### src/rtl/ldfd_pkg.sv
// Package for the laser distance frame decoder.
// Holds the shared widths, frame constants, calibration constants and the frame struct.
// No dependencies.
package ldfd_pkg;

  // Field widths.
  localparam int unsigned ByteW   = 8;
  localparam int unsigned RawW    = 14;
  localparam int unsigned DistW   = 20;
  localparam int unsigned SkipW   = 9;
  localparam int unsigned DecimW  = 8;

  // The reset value of the decimation register.
  localparam logic [DecimW-1:0] DecimReset = 8'd10;

  // The head nibble that marks a reading beyond the linear range.
  localparam logic [3:0] HeadOutNibble = 4'hF;

  // The distance is floor(X / 803) with X = 40000*raw + 46580401.
  // It splits into 49*raw + 58007 + floor((653*raw + 780) / 803).
  localparam int unsigned       RemW        = 24;
  localparam logic [RemW-1:0]   RemMul      = 24'd653;
  localparam logic [RemW-1:0]   RemAdd      = 24'd780;
  localparam logic [DistW-1:0]  BaseMul     = 20'd49;
  localparam logic [DistW-1:0]  BaseAdd     = 20'd58007;

  // Reciprocal of 803 for a 24-bit dividend: ceil(2^34 / 803).
  localparam int unsigned       RecipW      = 25;
  localparam int unsigned       RecipShift  = 34;
  localparam logic [RecipW-1:0] RecipMul    = 25'd21394607;
  localparam int unsigned       ProdW       = RemW + RecipW;
  localparam int unsigned       QuotW       = 14;

  // One detected frame.
  typedef struct packed {
    logic [RawW-1:0] raw;
    logic            beyond;
  } ldfd_frame_t;

endpackage

### src/rtl/laser_distance_frame_decoder.sv
// Top level of the laser distance frame decoder.
// Joins the frame detector and the calibration pipeline; depends on ldfd_pkg,
// ldfd_framer and ldfd_calib.
//
//   Channel   Direction  Content
//   s_axis    in         tdata = data_byte, tlast = end_of_read
//   m_axis    out        tdata = distance_milli, raw_count; tuser = beyond_linear
//   cfg       in         decimation_factor, written when cfg_we_i is high
//
// One byte is taken every cycle while s_axis_tready is high. The frame register
// loads at the edge that accepts a frame's tail beat, then the split, reciprocal
// product and output registers follow in that order. Reset clears the held byte,
// the skip count and all valid flags, and sets the decimation factor to 10. A
// stall on m_axis fills the pipeline first; s_axis_tready drops only once every
// stage is full.
module laser_distance_frame_decoder (
  input  logic                               clk_i,
  input  logic                               rst_ni,
  input  logic                               cfg_we_i,
  input  logic [ldfd_pkg::DecimW-1:0]        cfg_wdata_i,
  input  logic                               s_axis_tvalid,
  output logic                               s_axis_tready,
  input  logic [7:0]                         s_axis_tdata,   // [7:0] data_byte
  input  logic                               s_axis_tlast,
  output logic                               m_axis_tvalid,
  input  logic                               m_axis_tready,
  output logic [39:0]                        m_axis_tdata,   // [19:0] distance_milli,
                                                             // [33:20] raw_count, rest 0
  output logic                               m_axis_tuser    // beyond_linear
);
  import ldfd_pkg::*;

  logic              frame_valid;
  logic              frame_ready;
  ldfd_frame_t       frame;
  logic [DistW-1:0]  dist_milli;
  logic [RawW-1:0]   raw;

  // Byte tracking and frame detection.
  ldfd_framer u_framer (
    .clk_i         (clk_i),
    .rst_ni        (rst_ni),
    .cfg_we_i      (cfg_we_i),
    .cfg_wdata_i   (cfg_wdata_i),
    .in_valid_i    (s_axis_tvalid),
    .in_ready_o    (s_axis_tready),
    .in_byte_i     (s_axis_tdata),
    .in_last_i     (s_axis_tlast),
    .frame_valid_o (frame_valid),
    .frame_ready_i (frame_ready),
    .frame_o       (frame)
  );

  // Distance calibration and output beat.
  ldfd_calib u_calib (
    .clk_i         (clk_i),
    .rst_ni        (rst_ni),
    .frame_valid_i (frame_valid),
    .frame_ready_o (frame_ready),
    .frame_i       (frame),
    .out_valid_o   (m_axis_tvalid),
    .out_ready_i   (m_axis_tready),
    .dist_o        (dist_milli),
    .raw_o         (raw),
    .beyond_o      (m_axis_tuser)
  );

  // Pack the result beat, padded to whole bytes.
  assign m_axis_tdata = {6'b0, raw, dist_milli};

endmodule

### src/rtl/ldfd_framer.sv
// Frame detection for the laser distance frame decoder.
// Tracks the held byte and skip count, and registers each frame found.
// Depends on ldfd_pkg.
module ldfd_framer (
  input  logic                         clk_i,
  input  logic                         rst_ni,
  input  logic                         cfg_we_i,
  input  logic [ldfd_pkg::DecimW-1:0]  cfg_wdata_i,
  input  logic                         in_valid_i,
  output logic                         in_ready_o,
  input  logic [ldfd_pkg::ByteW-1:0]   in_byte_i,
  input  logic                         in_last_i,
  output logic                         frame_valid_o,
  input  logic                         frame_ready_i,
  output ldfd_pkg::ldfd_frame_t        frame_o
);
  import ldfd_pkg::*;

  logic [DecimW-1:0] decim_q;
  logic [ByteW-1:0]  held_q, held_d;
  logic              held_v_q, held_v_d;
  logic [SkipW-1:0]  skip_q, skip_d;
  logic [SkipW-1:0]  skip_load;
  logic              frame_v_q, frame_v_d;
  ldfd_frame_t       frame_q, frame_d;
  logic              accept;
  logic              is_frame;

  // The frame register takes a new entry when empty or when it drains this cycle.
  assign in_ready_o = !frame_v_q || frame_ready_i;
  assign accept     = in_valid_i && in_ready_o;

  // A frame is a held head byte followed by a tail byte, outside the skip window.
  assign is_frame  = (skip_q == '0) && held_v_q && held_q[ByteW-1] && !in_byte_i[ByteW-1];
  assign skip_load = (decim_q == '0) ? '0 : ({1'b0, decim_q} << 1) - SkipW'(1);

  // Next value of the byte tracking state.
  always_comb begin
    held_d   = held_q;
    held_v_d = held_v_q;
    skip_d   = skip_q;
    if (accept) begin
      if (skip_q != '0) begin
        skip_d = skip_q - SkipW'(1);
      end else if (is_frame) begin
        skip_d = skip_load;
      end
      held_d   = in_byte_i;
      held_v_d = 1'b1;
      if (in_last_i) begin
        held_d   = '0;
        held_v_d = 1'b0;
        skip_d   = '0;
      end
    end
  end

  // Next value of the frame register.
  always_comb begin
    frame_v_d = frame_v_q;
    frame_d   = frame_q;
    if (in_ready_o) begin
      frame_v_d = accept && is_frame;
      frame_d.raw    = {held_q[ByteW-2:0], in_byte_i[ByteW-2:0]};
      frame_d.beyond = (held_q[ByteW-1:ByteW-4] == HeadOutNibble);
    end
  end

  // Control and state registers.
  always_ff @(posedge clk_i or negedge rst_ni) begin
    if (!rst_ni) begin
      decim_q   <= DecimReset;
      held_q    <= '0;
      held_v_q  <= 1'b0;
      skip_q    <= '0;
      frame_v_q <= 1'b0;
    end else begin
      if (cfg_we_i) begin
        decim_q <= cfg_wdata_i;
      end
      held_q    <= held_d;
      held_v_q  <= held_v_d;
      skip_q    <= skip_d;
      frame_v_q <= frame_v_d;
    end
  end

  // Frame payload needs no reset.
  always_ff @(posedge clk_i) begin
    frame_q <= frame_d;
  end

  assign frame_valid_o = frame_v_q;
  assign frame_o       = frame_q;

endmodule

### src/rtl/ldfd_calib.sv
// Distance calibration pipeline for the laser distance frame decoder.
// Turns a raw count into thousandths through a reciprocal divide, then holds the result.
// Depends on ldfd_pkg.
module ldfd_calib (
  input  logic                        clk_i,
  input  logic                        rst_ni,
  input  logic                        frame_valid_i,
  output logic                        frame_ready_o,
  input  ldfd_pkg::ldfd_frame_t       frame_i,
  output logic                        out_valid_o,
  input  logic                        out_ready_i,
  output logic [ldfd_pkg::DistW-1:0]  dist_o,
  output logic [ldfd_pkg::RawW-1:0]   raw_o,
  output logic                        beyond_o
);
  import ldfd_pkg::*;

  logic              v2_q, v3_q, vo_q;
  logic              rdy2, rdy3, rdyo;
  logic [RemW-1:0]   rem2_q;
  logic [DistW-1:0]  base2_q, base3_q;
  ldfd_frame_t       frm2_q, frm3_q;
  logic [ProdW-1:0]  prod;
  logic [QuotW-1:0]  quot3_q;
  logic [DistW-1:0]  dist_q;
  logic [RawW-1:0]   raw_q;
  logic              beyond_q;

  // Each stage moves on when it is empty or the stage after it moves.
  assign rdyo          = !vo_q || out_ready_i;
  assign rdy3          = !v3_q || rdyo;
  assign rdy2          = !v2_q || rdy3;
  assign frame_ready_o = rdy2;

  assign prod = ProdW'(rem2_q) * ProdW'(RecipMul);

  // Valid flags of the stages.
  always_ff @(posedge clk_i or negedge rst_ni) begin
    if (!rst_ni) begin
      v2_q <= 1'b0;
      v3_q <= 1'b0;
      vo_q <= 1'b0;
    end else begin
      if (rdy2) v2_q <= frame_valid_i;
      if (rdy3) v3_q <= v2_q;
      if (rdyo) vo_q <= v3_q;
    end
  end

  // Stage two splits the divide into a whole part and a small remainder term.
  always_ff @(posedge clk_i) begin
    if (rdy2) begin
      rem2_q  <= RemW'(frame_i.raw) * RemMul + RemAdd;
      base2_q <= DistW'(frame_i.raw) * BaseMul + BaseAdd;
      frm2_q  <= frame_i;
    end
  end

  // Stage three divides the remainder term by 803 through its reciprocal.
  always_ff @(posedge clk_i) begin
    if (rdy3) begin
      quot3_q <= prod[RecipShift +: QuotW];
      base3_q <= base2_q;
      frm3_q  <= frm2_q;
    end
  end

  // Output register adds the two parts.
  always_ff @(posedge clk_i) begin
    if (rdyo) begin
      dist_q   <= base3_q + DistW'(quot3_q);
      raw_q    <= frm3_q.raw;
      beyond_q <= frm3_q.beyond;
    end
  end

  assign out_valid_o = vo_q;
  assign dist_o      = dist_q;
  assign raw_o       = raw_q;
  assign beyond_o    = beyond_q;

endmodule

### config.mk
export PLATFORM = sky130hd
export DESIGN_NAME = laser_distance_frame_decoder
export DESIGN_NICKNAME = d
export VERILOG_FILES = /design/src/rtl/ldfd_pkg.sv /design/src/rtl/laser_distance_frame_decoder.sv /design/src/rtl/ldfd_framer.sv /design/src/rtl/ldfd_calib.sv
export SDC_FILE = /design/constraint.sdc
export NUM_CORES = 1
export LEC_CHECK = 0
export BUFFER_PORTS_ARGS = -buffer_cell sky130_fd_sc_hd__buf_4
export CORE_UTILIZATION = 55
export CTS_BUF_LIST = sky130_fd_sc_hd__clkbuf_2
export CTS_CLUSTER_DIAMETER = 120
export CTS_CLUSTER_SIZE = 25
export DETAILED_ROUTE_END_ITERATION = 10
export PLACE_DENSITY = 0.72
export SYNTH_ARGS = -nofsm -noshare
export SYNTH_HDL_FRONTEND = slang
export SYNTH_SLANG_ARGS = --single-unit
### constraint.sdc
create_clock -name clk_i -period 10.1 [get_ports clk_i]
set_input_delay 0.505 -clock clk_i [delete_from_list [all_inputs] [get_ports clk_i]]
set_output_delay 0.505 -clock clk_i [all_outputs]
set_load 0.02 [all_outputs]
==> PnR_summary.wiki, run 1 <==
{| class="wikitable"
! Metric !! Value
|-
| Via count of the first global-routing pass || 14300
|-
| Effective utilization at floorplan || 56.2%
|-
| Crit start category || register
|-
| Post-route antenna net violation count || 0
|-
| Largest net degree at the start of global routing || 50
|-
| Global-route wire length before repair || 75400 um
|-
| Arrival time worst endpoint || around 7600 ps
|-
| Most frequent standard cell in the layout excluding fill and tap cells || sky130_fd_sc_hd__inv_1
|-
| Cell chain of the critical path || fa_1 -> inv_1 -> fa_1 -> fa_1 -> inv_1 -> fa_1 -> fa_1 -> fa_1 -> inv_1 -> fa_1 -> inv_1 -> ha_1 -> and3_1 -> and3_1 -> nand3_1 -> o32ai_2 -> nor4_2 -> a211oi_2 -> a21o_1 -> a21oi_1 -> xnor2_1
|-
| Initial detailed-routing violation count || around 840
|-
| Max H-tree Level || 4
|-
| Xor-xnor portion of the synthesized cell area || 3.04%
|-
| Most common flop cell mapped by yosys || sky130_fd_sc_hd__edfxtp_1
|-
| Worst min-delay path class || input port to async pin
|-
| Synth top area share || between 20% and 30%
|-
| Adder-cell share of the synthesized area || about half
|-
| Tightest slew margin relative to the limit || a little over half
|-
| Number of max-slew violations in the final report || 0
|-
| Maximum buffer depth of the clock tree || 2
|-
| CTS clk-pin slew, worst paths || 280 ps
|-
| Mean area per synthesized cell || 11.1 um2
|-
| Path length in cells of the critical path || 21
|-
| Library cell occupying the most area in the post-synthesis netlist || sky130_fd_sc_hd__ha_1
|-
| Crit end category || register
|-
| Number of failing setup endpoints in the final timing report || 0
|-
| Worst Skew || 85.1 ps
|-
| Final setup TNS || 0 ps
|-
| Number of cells produced by synthesis || around 1900
|-
| Total Die Area || between 30000 and 40000 um2
|-
| Final RePlAce weighted congestion || ~0.96
|-
| Row count || slightly above 70
|-
| Placeable core region || between 30000 and 40000 um2
|-
| Worst Path Max Fanout || 9
|-
| Classification of the worst setup path || register to register
|-
| Outcome || finished, final reports clean
|-
| Fraction of final layout cells sized beyond drive strength 1 || 6.58%
|-
| Routed len/inst || approximately 18 um
|-
| Post-synthesis share of cell area spent on and, or, nand and nor gates || roughly 5.4%
|-
| Top area cells in the synthesized netlist || sky130_fd_sc_hd__ha_1, sky130_fd_sc_hd__fa_1, sky130_fd_sc_hd__edfxtp_1
|-
| Async set or reset register ratio after synthesis || 16.1%
|-
| Synth cell types || 75
|-
| Detailed placement HPWL || 39600 um
|-
| First-pass iteration count of the detailed router || 5
|-
| Post-synthesis to final-layout area growth || 7.74%
|-
| Register-to-register setup slack || 3100 ps
|-
| Fraction of the yosys area taken by sequential cells || 25.5%
|-
| Latest clock arrival within the worst-skew pair || 840 ps
|-
| Top achievable clock speed || 143 MHz
|-
| Multiplexer area fraction after synthesis || 0.458%
|-
| Share of the synthesized area in compound gates (AO/OA/AOI/OAI) || 7.51%
|-
| Number of I/O port buffers || 58
|-
| CTS buffer count || 17
|-
| Max Cap Violations || 0
|-
| Post-route fraction of the period consumed by the critical path || 69.4%
|-
| Cell class contributing the biggest share of worst-path delay || adder cells
|-
| NumNets Final || between 2000 and 3000
|-
| CP dominant cell by count || sky130_fd_sc_hd__fa_1
|-
| Reg2reg path depth || 21
|-
| Filler Cell Count || 3145
|-
| Combinational family with the most area after synthesis || adder cells
|-
| Number of DRC violations after detailed routing || 0
|-
| Slowest CP cell || sky130_fd_sc_hd__edfxtp_1
|-
| Count of endpoints failing hold in the final timing report || 0
|-
| Total number of clock tree sinks || 186
|-
| RSZ-0062 raised after global routing || no
|-
| CTS tree || yes
|-
| Clock root buffer master || sky130_fd_sc_hd__clkbuf_2
|-
| Minimum clock period || 7000 ps
|-
| Data required time at the worst endpoint || about 11000 ps
|-
| Total number of vias || 13500
|-
| Antenna violations before repair || 2
|-
| GRT Util Overall || 25.4%
|-
| Width of the die || 199 um
|-
| Number of flops mapped to enable cells by yosys || 156
|-
| Via-per-instance ratio || 5.29
|-
| DRT Wirelength || about 47000 um
|-
| Chip Height || 199 um
|-
| Synth Cell Area || 21300 um2
|-
| Count of buffering cells on the critical path with inverters included || 4
|-
| Global route total overflow || 0
|-
| Commonest cells after routing, fill and taps aside || sky130_fd_sc_hd__inv_1, sky130_fd_sc_hd__ha_1, sky130_fd_sc_hd__fa_1, sky130_fd_sc_hd__edfxtp_1, sky130_fd_sc_hd__a21oi_1
|-
| Flip-flop and latch count after synthesis || 186
|-
| I/O pin total || 65
|-
| Syn. warnings || 0
|-
| Crit path largest cell delay || 640 ps
|-
| Transition time at the pin with the least slew margin || approximately 700 ps
|}
metal layers:
| metal | track usage, % | vias up | share of wire [%] | wire length [um] |
|---|---|---|---|---|
| met3 | 3.90 | 52 | 4.5 | 2130 |
| met1 | 35.6 | 6655 | 47 | 22000 |
| met5 | 0 | - | 0.038 | 18 |
| met4 | 6.58 | 2 | 2.0 | 922 |
| met2 | 41.2 | 274 | 47 | 21800 |
| li1 | - | 6487 | - | - |
path summary, 6_finish.rpt:
kind,endpoint,start
worst max-delay path,u_calib.quot3_q[10],u_calib.rem2_q[13]
worst max register to register,u_calib.quot3_q[10],u_calib.rem2_q[13]
worst min register to register,u_calib.raw_o[13],u_calib.frm3_q[14]
max in group asynchronous,u_framer.decim_q[3],rst_ni
min in group clk_i,u_calib.raw_o[13],u_calib.frm3_q[14]
worst min-delay path,u_framer.held_q[6],rst_ni
metrics by stage:
stage                     cells  cell area, um2  hold WS (ps)  setup WS [ps]  util (%)
final                      2547           23000           112           3100      60.5
after global routing       2547           23000          44.3           2800      60.5
after CTS                  2546           23000          15.5           3070      60.5
after detailed placement   2483           22400           405           3100      58.9
after global placement     2483           22400           401           3260      58.9
after floorplan            1924           21300           209           3810         -
cell families after synthesis:
group           count (synthesis)
compound gates                239
xor+xnor                       74
fa+ha+maj                     681
buf+inv                       501
flops                         186
mux                             9
other cells                     1
simple gates                  228
final cells by class:
type                            instances  area, um2  share of cell area, %
Multi-Input combinational cell       1237      14000                   60.9
Sequential cell                       186       5440                   23.7
Inverter                              487       1830                   7.96
Timing Repair Buffer                   93        776                   3.38
Tap cell                              511        639                   2.78
Clock inverter                         15        209                  0.910
Clock buffer                           17       85.1                  0.371
Antenna cell                            1       2.50                 0.0109
state kept, by name, indices dropped and copies added (netlist names):
name	flops
u_calib.raw_o	14
u_calib.out_valid_o	1
u_framer.skip_q	9
u_calib.v2_q	1
u_calib.dist_o	20
u_calib.quot3_q	14
u_framer.held_v_q	1
u_framer.held_q	8
u_calib.base2_q	20
u_calib.rem2_q	22
u_calib.frm3_q	15
u_calib.base3_q	20
u_framer.frame_valid_o	1
u_calib.frm2_q	15
u_calib.v3_q	1
u_framer.decim_q	8
u_framer.frame_o	15
u_calib.beyond_o	1
repair_timing:
| action | CTS | global route |
|---|---|---|
| buffers inserted | 0 | 0 |
| resized for setup | 0 | 0 |
| endpoints found under the hold margin | 57 | 0 |
| hold buffers | 31 | 0 |
cells in the mapped netlist (all sizes together) (3+ instances only):
cell     instances
a22o             3
nor4             5
mux2i            3
a41oi            3
a21oi           77
ha             423
fa             258
xor2            21
nand3           15
o21a            13
a211oi           6
buf             11
and2             4
xnor2           53
o31ai            4
or3              8
a21o            26
nand2b          15
inv            487
edfxtp         156
nor2            54
dfrtp           28
nor2b           11
a2111oi          4
o211ai           7
nand4            5
mux2             6
o21bai          13
o41ai            3
o21ai           59
and3            14
or2              9
nor3            22
nand2           55
clkbuf           3
and4             3
Power of run 1 is not shown: default switching activity piles up to over one toggle a cycle in this logic, so the estimate is an artifact.
==> run 2, diff against run 1 <==
clock period = 6.77 ns   (was 10.1 ns; I/O delays follow)
==> run 2 against run 1 <==
Against the previous run:
- sequential share of layout area shrank 0.33 points
- global-route usage grew 0.055 points
- flip-flop and latch count is the same
- clock skew grew 4.0 ps
- worst hold slack gained 120 ps
- via count grew 1.9%
- die area is the same
- register-to-register slack lost 2900 ps
- core utilization grew 0.86 points
- critical path depth shrank 1
- critical endpoint is now u_calib.quot3_q[12]
==> PnR_summary.wiki, run 2 (synthesis results as in run 1) <==
{| class="wikitable"
! Metric !! Value
|-
| Data required time at the worst endpoint || 7380 ps (was 10660 ps)
|-
| Hold Path Sink || u_framer.frame_o[3]
|-
| CP dominant cell by count || sky130_fd_sc_hd__fa_1 (unchanged)
|-
| Maximum buffer depth of the clock tree || 2 (unchanged)
|-
| DRT Wirelength || 47100 um (was 46900 um)
|-
| Arrival time worst endpoint || 7220 ps (was 7560 ps)
|-
| Count of buffering cells on the critical path with inverters included || 3 (was 4)
|-
| Classification of the worst setup path || register to register (unchanged)
|-
| Final RePlAce weighted congestion || 1.01 (was 0.956)
|-
| Standard cell area after detailed placement || 22600 um2 (was 22400 um2)
|-
| Post-synthesis to final-layout area growth || 9.27% (was 7.74%)
|-
| Cell class contributing the biggest share of worst-path delay || adder cells (unchanged)
|-
| Register ranked first by flip-flop count || u_calib.rem2_q (unchanged)
|-
| Top achievable clock speed || 151 MHz (was 143 MHz)
|-
| Number of I/O port buffers || 58 (unchanged)
|-
| Crit end category || register (unchanged)
|-
| Cell chain of the critical path || ha_1 -> fa_1 -> fa_1 -> inv_1 -> fa_1 -> fa_1 -> inv_1 -> fa_1 -> fa_1 -> ha_4 -> a21oi_2 -> nand2_1 -> a221oi_4 -> o32ai_4 -> nor4_2 -> a211oi_2 -> buf_4 -> a211o_1 -> a21oi_2 -> xnor2_1 (was fa_1 -> inv_1 -> fa_1 -> fa_1 -> inv_1 -> fa_1 -> fa_1 -> fa_1 -> inv_1 -> fa_1 -> inv_1 -> ha_1 -> and3_1 -> and3_1 -> nand3_1 -> o32ai_2 -> nor4_2 -> a211oi_2 -> a21o_1 -> a21oi_1 -> xnor2_1)
|-
| Register-to-register setup slack || 160 ps (was 3100 ps)
|-
| Crit start category || register (unchanged)
|-
| Worst min-delay path class || input port to register (was input port to async pin)
|-
| Minimum clock period || 6610 ps (was 7000 ps)
|-
| Reg2Reg Capture Point || u_calib.quot3_q[12] (was u_calib.quot3_q[10])
|-
| Routed len/inst || 18.2 um (was 18.4 um)
|-
| GRT Util Overall || 25.5% (was 25.4%)
|-
| Worst Skew || 89.1 ps (was 85.1 ps)
|-
| Tightest slew margin relative to the limit || 55.5% (was 52.3%)
|-
| Hold path startpoint || s_axis_tdata[2]
|-
| Total Die Area || 39500 um2 (unchanged)
|-
| Total number of clock tree sinks || 186 (unchanged)
|-
| Via-per-instance ratio || 5.30 (was 5.29)
|-
| Outcome || finished, final reports clean (unchanged)
|-
| Worst Path Max Fanout || 7 (was 9)
|-
| Placeable core region || 37900 um2 (unchanged)
|-
| CTS clk-pin slew, worst paths || 290 ps (was 280 ps)
|-
| Worst-case hold slack || 231 ps (was 112 ps)
|-
| Clock root buffer master || sky130_fd_sc_hd__clkbuf_2 (unchanged)
|-
| Max Cap Violations || 0 (unchanged)
|-
| Post-route antenna net violation count || 0 (unchanged)
|-
| Global-route wire length before repair || 75700 um (was 75400 um)
|-
| Latest clock arrival within the worst-skew pair || 860 ps (was 840 ps)
|-
| CTS buffer count || 17 (unchanged)
|-
| Fraction of final layout cells sized beyond drive strength 1 || 9.15% (was 6.58%)
|-
| Crit path largest cell delay || 610 ps (was 640 ps)
|-
| Most frequent standard cell in the layout excluding fill and tap cells || sky130_fd_sc_hd__inv_1 (unchanged)
|-
| Transition time at the pin with the least slew margin || 668 ps (was 715 ps)
|-
| Detailed placement HPWL || 40200 um (was 39600 um)
|-
| Largest net degree at the start of global routing || 48 (was 50)
|-
| Row count || 71 (unchanged)
|-
| Commonest cells after routing, fill and taps aside || sky130_fd_sc_hd__inv_1, sky130_fd_sc_hd__ha_1, sky130_fd_sc_hd__fa_1, sky130_fd_sc_hd__edfxtp_1, sky130_fd_sc_hd__buf_4 (was sky130_fd_sc_hd__inv_1, sky130_fd_sc_hd__ha_1, sky130_fd_sc_hd__fa_1, sky130_fd_sc_hd__edfxtp_1, sky130_fd_sc_hd__a21oi_1)
|-
| Slowest CP cell || sky130_fd_sc_hd__edfxtp_1 (unchanged)
|-
| Initial detailed-routing violation count || 680 (was 837)
|-
| Post-route fraction of the period consumed by the critical path || 97.7% (was 69.4%)
|-
| Flip-flop count of the largest register, all copies and words added || 22 (unchanged)
|-
| Global route total overflow || 0 (unchanged)
|-
| Share of the core filled with cells in the final layout || 61.4% (was 60.5%)
|-
| Number of failing setup endpoints in the final timing report || 0 (unchanged)
|-
| Width of the die || 199 um (unchanged)
|-
| Antenna violations before repair || 1 (was 2)
|-
| Reg2reg path depth || 20 (was 21)
|-
| Count of endpoints failing hold in the final timing report || 0 (unchanged)
|-
| Hold Crit Depth || 2
|-
| Effective utilization at floorplan || 56.2% (unchanged)
|-
| Post-route cell area || 23300 um2 (was 23000 um2)
|-
| I/O pin total || 65 (unchanged)
|-
| Total number of vias || 13700 (was 13500)
|-
| Via count of the first global-routing pass || 14500 (was 14300)
|-
| RR Startpoint || u_calib.rem2_q[5] (was u_calib.rem2_q[13])
|-
| Number of DRC violations after detailed routing || 0 (unchanged)
|-
| Chip Height || 199 um (unchanged)
|-
| Number of max-slew violations in the final report || 0 (unchanged)
|-
| NumNets Final || 2766 (was 2725)
|-
| First-pass iteration count of the detailed router || 5 (unchanged)
|-
| CTS tree || yes (unchanged)
|-
| Max H-tree Level || 4 (unchanged)
|}
run 2: cell count changes in the layout (fill, tap and decap cells not counted), moves of 2 or more:
cell / change
sky130_fd_sc_hd__dlygate4sd3_1: -6
sky130_fd_sc_hd__fa_2: +2
sky130_fd_sc_hd__ha_1: -4
sky130_fd_sc_hd__clkinv_8: +2
sky130_fd_sc_hd__inv_8: +2
sky130_fd_sc_hd__clkinv_1: -2
sky130_fd_sc_hd__buf_4: +46
sky130_fd_sc_hd__bufinv_16: -4
sky130_fd_sc_hd__ha_4: +4
sky130_fd_sc_hd__fa_1: -2
run 2: worst register-to-register path, cell delays in order (launching register included):
cell and delay (ps):
sky130_fd_sc_hd__edfxtp_1 610, sky130_fd_sc_hd__ha_1 440, sky130_fd_sc_hd__fa_1 510, sky130_fd_sc_hd__fa_1 540
sky130_fd_sc_hd__inv_1 50, sky130_fd_sc_hd__fa_1 490, sky130_fd_sc_hd__fa_1 500, sky130_fd_sc_hd__inv_1 50
sky130_fd_sc_hd__fa_1 500, sky130_fd_sc_hd__fa_1 610, sky130_fd_sc_hd__ha_4 230, sky130_fd_sc_hd__a21oi_2 170
sky130_fd_sc_hd__nand2_1 120, sky130_fd_sc_hd__a221oi_4 380, sky130_fd_sc_hd__o32ai_4 160, sky130_fd_sc_hd__nor4_2 290
sky130_fd_sc_hd__a211oi_2 80, sky130_fd_sc_hd__buf_4 180, sky130_fd_sc_hd__a211o_1 300, sky130_fd_sc_hd__a21oi_2 170
sky130_fd_sc_hd__xnor2_1 80
run 2: worst max-delay path by stage:
stage	startpoint	endpoint	slack, ps	cells past startpoint
after global placement	u_calib.rem2_q[3]	u_calib.quot3_q[5]	200	19
after CTS	u_calib.rem2_q[4]	u_calib.quot3_q[12]	140	21
after floorplan	u_calib.rem2_q[4]	u_calib.quot3_q[6]	480	19
after global routing	u_calib.rem2_q[4]	u_calib.quot3_q[12]	-40	21
final	u_calib.rem2_q[5]	u_calib.quot3_q[12]	160	20
after detailed placement	u_calib.rem2_q[5]	u_calib.quot3_q[5]	120	19
run 2: through the flow:
step / TNS (ps) / cells / worst slack [ps]
global placement: 0 / 2517 / 202
floorplan: 0 / 1924 / 478
global route: -49.8 / 2588 / -36.4
detailed placement: 0 / 2517 / 123
finish: 0 / 2588 / 157
CTS: 0 / 2575 / 142
run 2: per-layer routing:
metal	vias to the layer above	global-route usage (%)	part of all wire, %
met2	306	42.7	48
met3	59	4.32	4.6
li1	6561	-	-
met4	0	7.26	2.5
met5	-	0	0
met1	6803	34.0	45
run 2: final cells by class:
| class | instances | area, um2 |
|---|---|---|
| clock inverter | 15 | 150 |
| tap | 511 | 639 |
| timing repair buffer | 134 | 1080 |
| inverter | 487 | 1830 |
| fill | 3091 | 14600 |
| antenna | 1 | 2.50 |
| sequential | 186 | 5440 |
| multi-input combinational | 1237 | 14100 |
| clock buffer | 17 | 85.1 |
run 2: what timing repair did:
action	in CTS	in global routing
hold buffers	26	0
setup buffers	0	12
hold endpoints to repair	65	0
setup endpoints to repair	0	6
gates resized for setup	0	11
Power of run 2 is left out for the same reason.
==> run 3, diff against run 2 <==
ABC_AREA = 1   (was not set)
CORE_UTILIZATION = 60   (was 55)
PLACE_DENSITY = 0.77   (was 0.72)
==> run 3 against run 2 <==
Against the previous run:
- design area is 4.4% higher
- global-route usage is 5.0 points higher
- flip-flop and latch count stayed put
- register-to-register slack better by 300 ps
- worst hold slack worse by 6.3 ps
- cell count is 15% higher
- largest cell class unchanged
- highest routed layer unchanged
==> PnR_summary.wiki, run 3 <==
{| class="wikitable"
! Metric !! Value
|-
| Via-per-instance ratio || 5.54 (was 5.30)
|-
| Cell class contributing the biggest share of worst-path delay || adder cells (unchanged)
|-
| NumNets Final || 3193 (was 2766)
|-
| Hold buffer count at cts || 42 (was 26)
|-
| Post-route antenna net violation count || 0 (unchanged)
|-
| Cell chain of the critical path || fa_1 -> fa_1 -> inv_1 -> fa_1 -> fa_1 -> fa_1 -> inv_1 -> fa_1 -> fa_1 -> ha_1 -> nand2_1 -> nor2_1 -> inv_1 -> nor2_1 -> a21boi_0 -> o21ai_0 -> nand3_1 -> nand2_1 (was ha_1 -> fa_1 -> fa_1 -> inv_1 -> fa_1 -> fa_1 -> inv_1 -> fa_1 -> fa_1 -> ha_4 -> a21oi_2 -> nand2_1 -> a221oi_4 -> o32ai_4 -> nor4_2 -> a211oi_2 -> buf_4 -> a211o_1 -> a21oi_2 -> xnor2_1)
|-
| Number of max-slew violations in the final report || 0 (unchanged)
|-
| Worst Skew || 109 ps (was 89.1 ps)
|-
| Async set or reset register ratio after synthesis || 16.1% (unchanged)
|-
| Via count of the first global-routing pass || 17300 (was 14500)
|-
| Maximum buffer depth of the clock tree || 2 (unchanged)
|-
| Detailed placement HPWL || 46500 um (was 40200 um)
|-
| Fraction of final layout cells sized beyond drive strength 1 || 4.79% (was 9.15%)
|-
| Top achievable clock speed || 158 MHz (was 151 MHz)
|-
| Final setup TNS || 0 ps (unchanged)
|-
| Max H-tree Level || 4 (unchanged)
|-
| Fraction of the yosys area taken by sequential cells || 24.1% (was 25.5%)
|-
| Register ranked first by flip-flop count || u_calib.rem2_q (unchanged)
|-
| Worst min-delay path class || input port to register (unchanged)
|-
| Crit start category || register (unchanged)
|-
| Top post-synthesis cells by count || sky130_fd_sc_hd__inv_1, sky130_fd_sc_hd__ha_1, sky130_fd_sc_hd__nand2_1 (was sky130_fd_sc_hd__inv_1, sky130_fd_sc_hd__ha_1, sky130_fd_sc_hd__fa_1)
|-
| Row count || 70 (was 71)
|-
| CTS tree || yes (unchanged)
|-
| # Post-CTS Setup Buffers || 0 (unchanged)
|-
| Width of the die || 196 um (was 199 um)
|-
| Global-route wire length before repair || 89400 um (was 75700 um)
|-
| RSZ-0062 raised after global routing || no
|-
| DRT Wirelength || 55100 um (was 47100 um)
|-
| Top area cells in the synthesized netlist || sky130_fd_sc_hd__ha_1, sky130_fd_sc_hd__fa_1, sky130_fd_sc_hd__edfxtp_1 (unchanged)
|-
| Clock root buffer master || sky130_fd_sc_hd__clkbuf_2 (unchanged)
|-
| Reg2reg path depth || 18 (was 20)
|-
| Synth top area share || 23.5% (was 24.8%)
|-
| Crit end category || register (unchanged)
|-
| Max Cap Violations || 0 (unchanged)
|-
| Initial detailed-routing violation count || 1202 (was 680)
|-
| Library cell occupying the most area in the post-synthesis netlist || sky130_fd_sc_hd__ha_1 (unchanged)
|-
| I/O pin total || 65 (unchanged)
|-
| Outcome || finished, final reports clean (unchanged)
|-
| Effective utilization at floorplan || 61.3% (was 56.2%)
|-
| Antenna violations before repair || 1 (unchanged)
|-
| Total Die Area || 38400 um2 (was 39500 um2)
|-
| Global route total overflow || 0 (unchanged)
|-
| Count of endpoints failing hold in the final timing report || 0 (unchanged)
|-
| Largest net degree at the start of global routing || 52 (was 48)
|-
| Path length in cells of the critical path || 18 (was 20)
|-
| Data required time at the worst endpoint || 7370 ps (was 7380 ps)
|-
| GRT Util Overall || 30.5% (was 25.5%)
|-
| Tightest slew margin relative to the limit || 49.9% (was 55.5%)
|-
| Most common flop cell mapped by yosys || sky130_fd_sc_hd__edfxtp_1 (unchanged)
|-
| Number of I/O port buffers || 58 (unchanged)
|-
| Slowest CP cell || sky130_fd_sc_hd__edfxtp_1 (unchanged)
|-
| CTS clk-pin slew, worst paths || 390 ps (was 290 ps)
|-
| Hold Crit Depth || 2 (unchanged)
|-
| Number of DRC violations after detailed routing || 0 (unchanged)
|-
| Classification of the worst setup path || register to register (unchanged)
|-
| Final RePlAce weighted congestion || 1.09 (was 1.01)
|-
| Arrival time worst endpoint || 6920 ps (was 7220 ps)
|-
| Crit path largest cell delay || 710 ps (was 610 ps)
|-
| CP dominant cell by count || sky130_fd_sc_hd__fa_1 (unchanged)
|-
| Worst Path Max Fanout || 10 (was 7)
|-
| Flip-flop and latch count after synthesis || 186 (unchanged)
|-
| Count leader, synth || sky130_fd_sc_hd__inv_1 (unchanged)
|-
| Minimum clock period || 6310 ps (was 6610 ps)
|-
| Post-route fraction of the period consumed by the critical path || 93.3% (was 97.7%)
|-
| Count of buffering cells on the critical path with inverters included || 3 (unchanged)
|-
| Commonest cells after routing, fill and taps aside || sky130_fd_sc_hd__inv_1, sky130_fd_sc_hd__ha_1, sky130_fd_sc_hd__nand2_1, sky130_fd_sc_hd__fa_1, sky130_fd_sc_hd__edfxtp_1 (was sky130_fd_sc_hd__inv_1, sky130_fd_sc_hd__ha_1, sky130_fd_sc_hd__fa_1, sky130_fd_sc_hd__edfxtp_1, sky130_fd_sc_hd__buf_4)
|-
| Number of cells produced by synthesis || 2368 (was 1919)
|-
| Syn. warnings || 0 (unchanged)
|-
| Number of failing setup endpoints in the final timing report || 0 (unchanged)
|-
| Synth cell types || 43 (was 75)
|-
| Number of flops mapped to enable cells by yosys || 156 (unchanged)
|-
| Flip-flop count of the largest register, all copies and words added || 22 (unchanged)
|-
| CTS resizes || 0 (unchanged)
|-
| Synth Cell Area || 22600 um2 (was 21300 um2)
|-
| Total number of clock tree sinks || 186 (unchanged)
|-
| Total number of vias || 16500 (was 13700)
|-
| Most frequent standard cell in the layout excluding fill and tap cells || sky130_fd_sc_hd__inv_1 (unchanged)
|-
| First-pass iteration count of the detailed router || 6 (was 5)
|-
| Transition time at the pin with the least slew margin || 750 ps (was 668 ps)
|-
| Placeable core region || 36800 um2 (was 37900 um2)
|-
| Latest clock arrival within the worst-skew pair || 890 ps (was 860 ps)
|-
| Post-synthesis to final-layout area growth || 7.70% (was 9.27%)
|-
| Routed len/inst || 18.5 um (was 18.2 um)
|-
| Mean area per synthesized cell || 9.53 um2 (was 11.1 um2)
|-
| CTS buffer count || 17 (unchanged)
|-
| Chip Height || 196 um (was 199 um)
|}
## run 3: changes by cell type in the layout (fill, tap and decap cells not counted), moves of 26 or more
cell                      before  now
sky130_fd_sc_hd__nor2_1       53  120
sky130_fd_sc_hd__a21oi_1      73  105
sky130_fd_sc_hd__o21ai_0      45   76
sky130_fd_sc_hd__nand2_1      54  324
sky130_fd_sc_hd__xnor2_1      53   15
sky130_fd_sc_hd__xor2_1       21   47
sky130_fd_sc_hd__inv_1       485  601
sky130_fd_sc_hd__nand3_1      14   69
sky130_fd_sc_hd__buf_4       108   63
## run 3: path summary, 6_finish.rpt
| path | from | endpoint | slack [ps] |
|---|---|---|---|
| setup / recovery | u_calib.rem2_q[4] | u_calib.quot3_q[1] | 460 |
| hold / removal | s_axis_tdata[0] | u_framer.frame_o[1] | 220 |
| setup reg to reg | u_calib.rem2_q[4] | u_calib.quot3_q[1] | 460 |
| hold reg to reg | u_calib.base2_q[19] | u_calib.base3_q[19] | 420 |
| max in group asynchronous | rst_ni | u_calib.v2_q | 6050 |
| min in group asynchronous | rst_ni | u_framer.decim_q[3] | 500 |
## run 3: through the flow
| stage | cell area, um2 | instances | hold slack, ps | setup WS [ps] | util [%] |
|---|---|---|---|---|---|
| global placement | 23600 | 2897 | 281 | 728 | 64.1 |
| floorplan | 22600 | 2373 | 42.9 | 1220 | - |
| CTS | 24300 | 2971 | 146 | 551 | 66.1 |
| global route | 24300 | 2972 | 115 | 89.3 | 66.1 |
| finish | 24300 | 2972 | 225 | 456 | 66.1 |
| detailed placement | 23600 | 2897 | 284 | 680 | 64.1 |
## run 3: kinds of logic (layout without fill, tap and decap cells)
| kind of cell | after synthesis | in the layout | synth area share, % |
|---|---|---|---|
| fa+ha+maj | 681 | 681 | 46.3 |
| buf+inv | 613 | 743 | 10.3 |
| other cells | 1 | 7 | 0.0166 |
| simple gates | 588 | 588 | 11.0 |
| flops | 186 | 186 | 24.1 |
| xor+xnor | 62 | 62 | 2.41 |
| compound gates | 237 | 237 | 5.86 |
## run 3: area by class of cell
class                      count  area, um2
clock inverter                14        185
fill                        2832      12500
sequential                   186       5440
clock buffer                  18       90.1
inverter                     606       2270
antenna                        1       2.50
tap                          468        586
timing repair buffer         105        903
multi-input combinational   1574      14800
## run 3: per-layer routing
layer	GRT usage, %	vias to the layer above	routed length (um)
li1	-	7769	-
met1	41.2	7910	23500
met2	48.2	690	24700
met3	7.77	100	5010
met4	10.2	0	1820
met5	0	-	0
Power of run 3 is left out for the same reason.
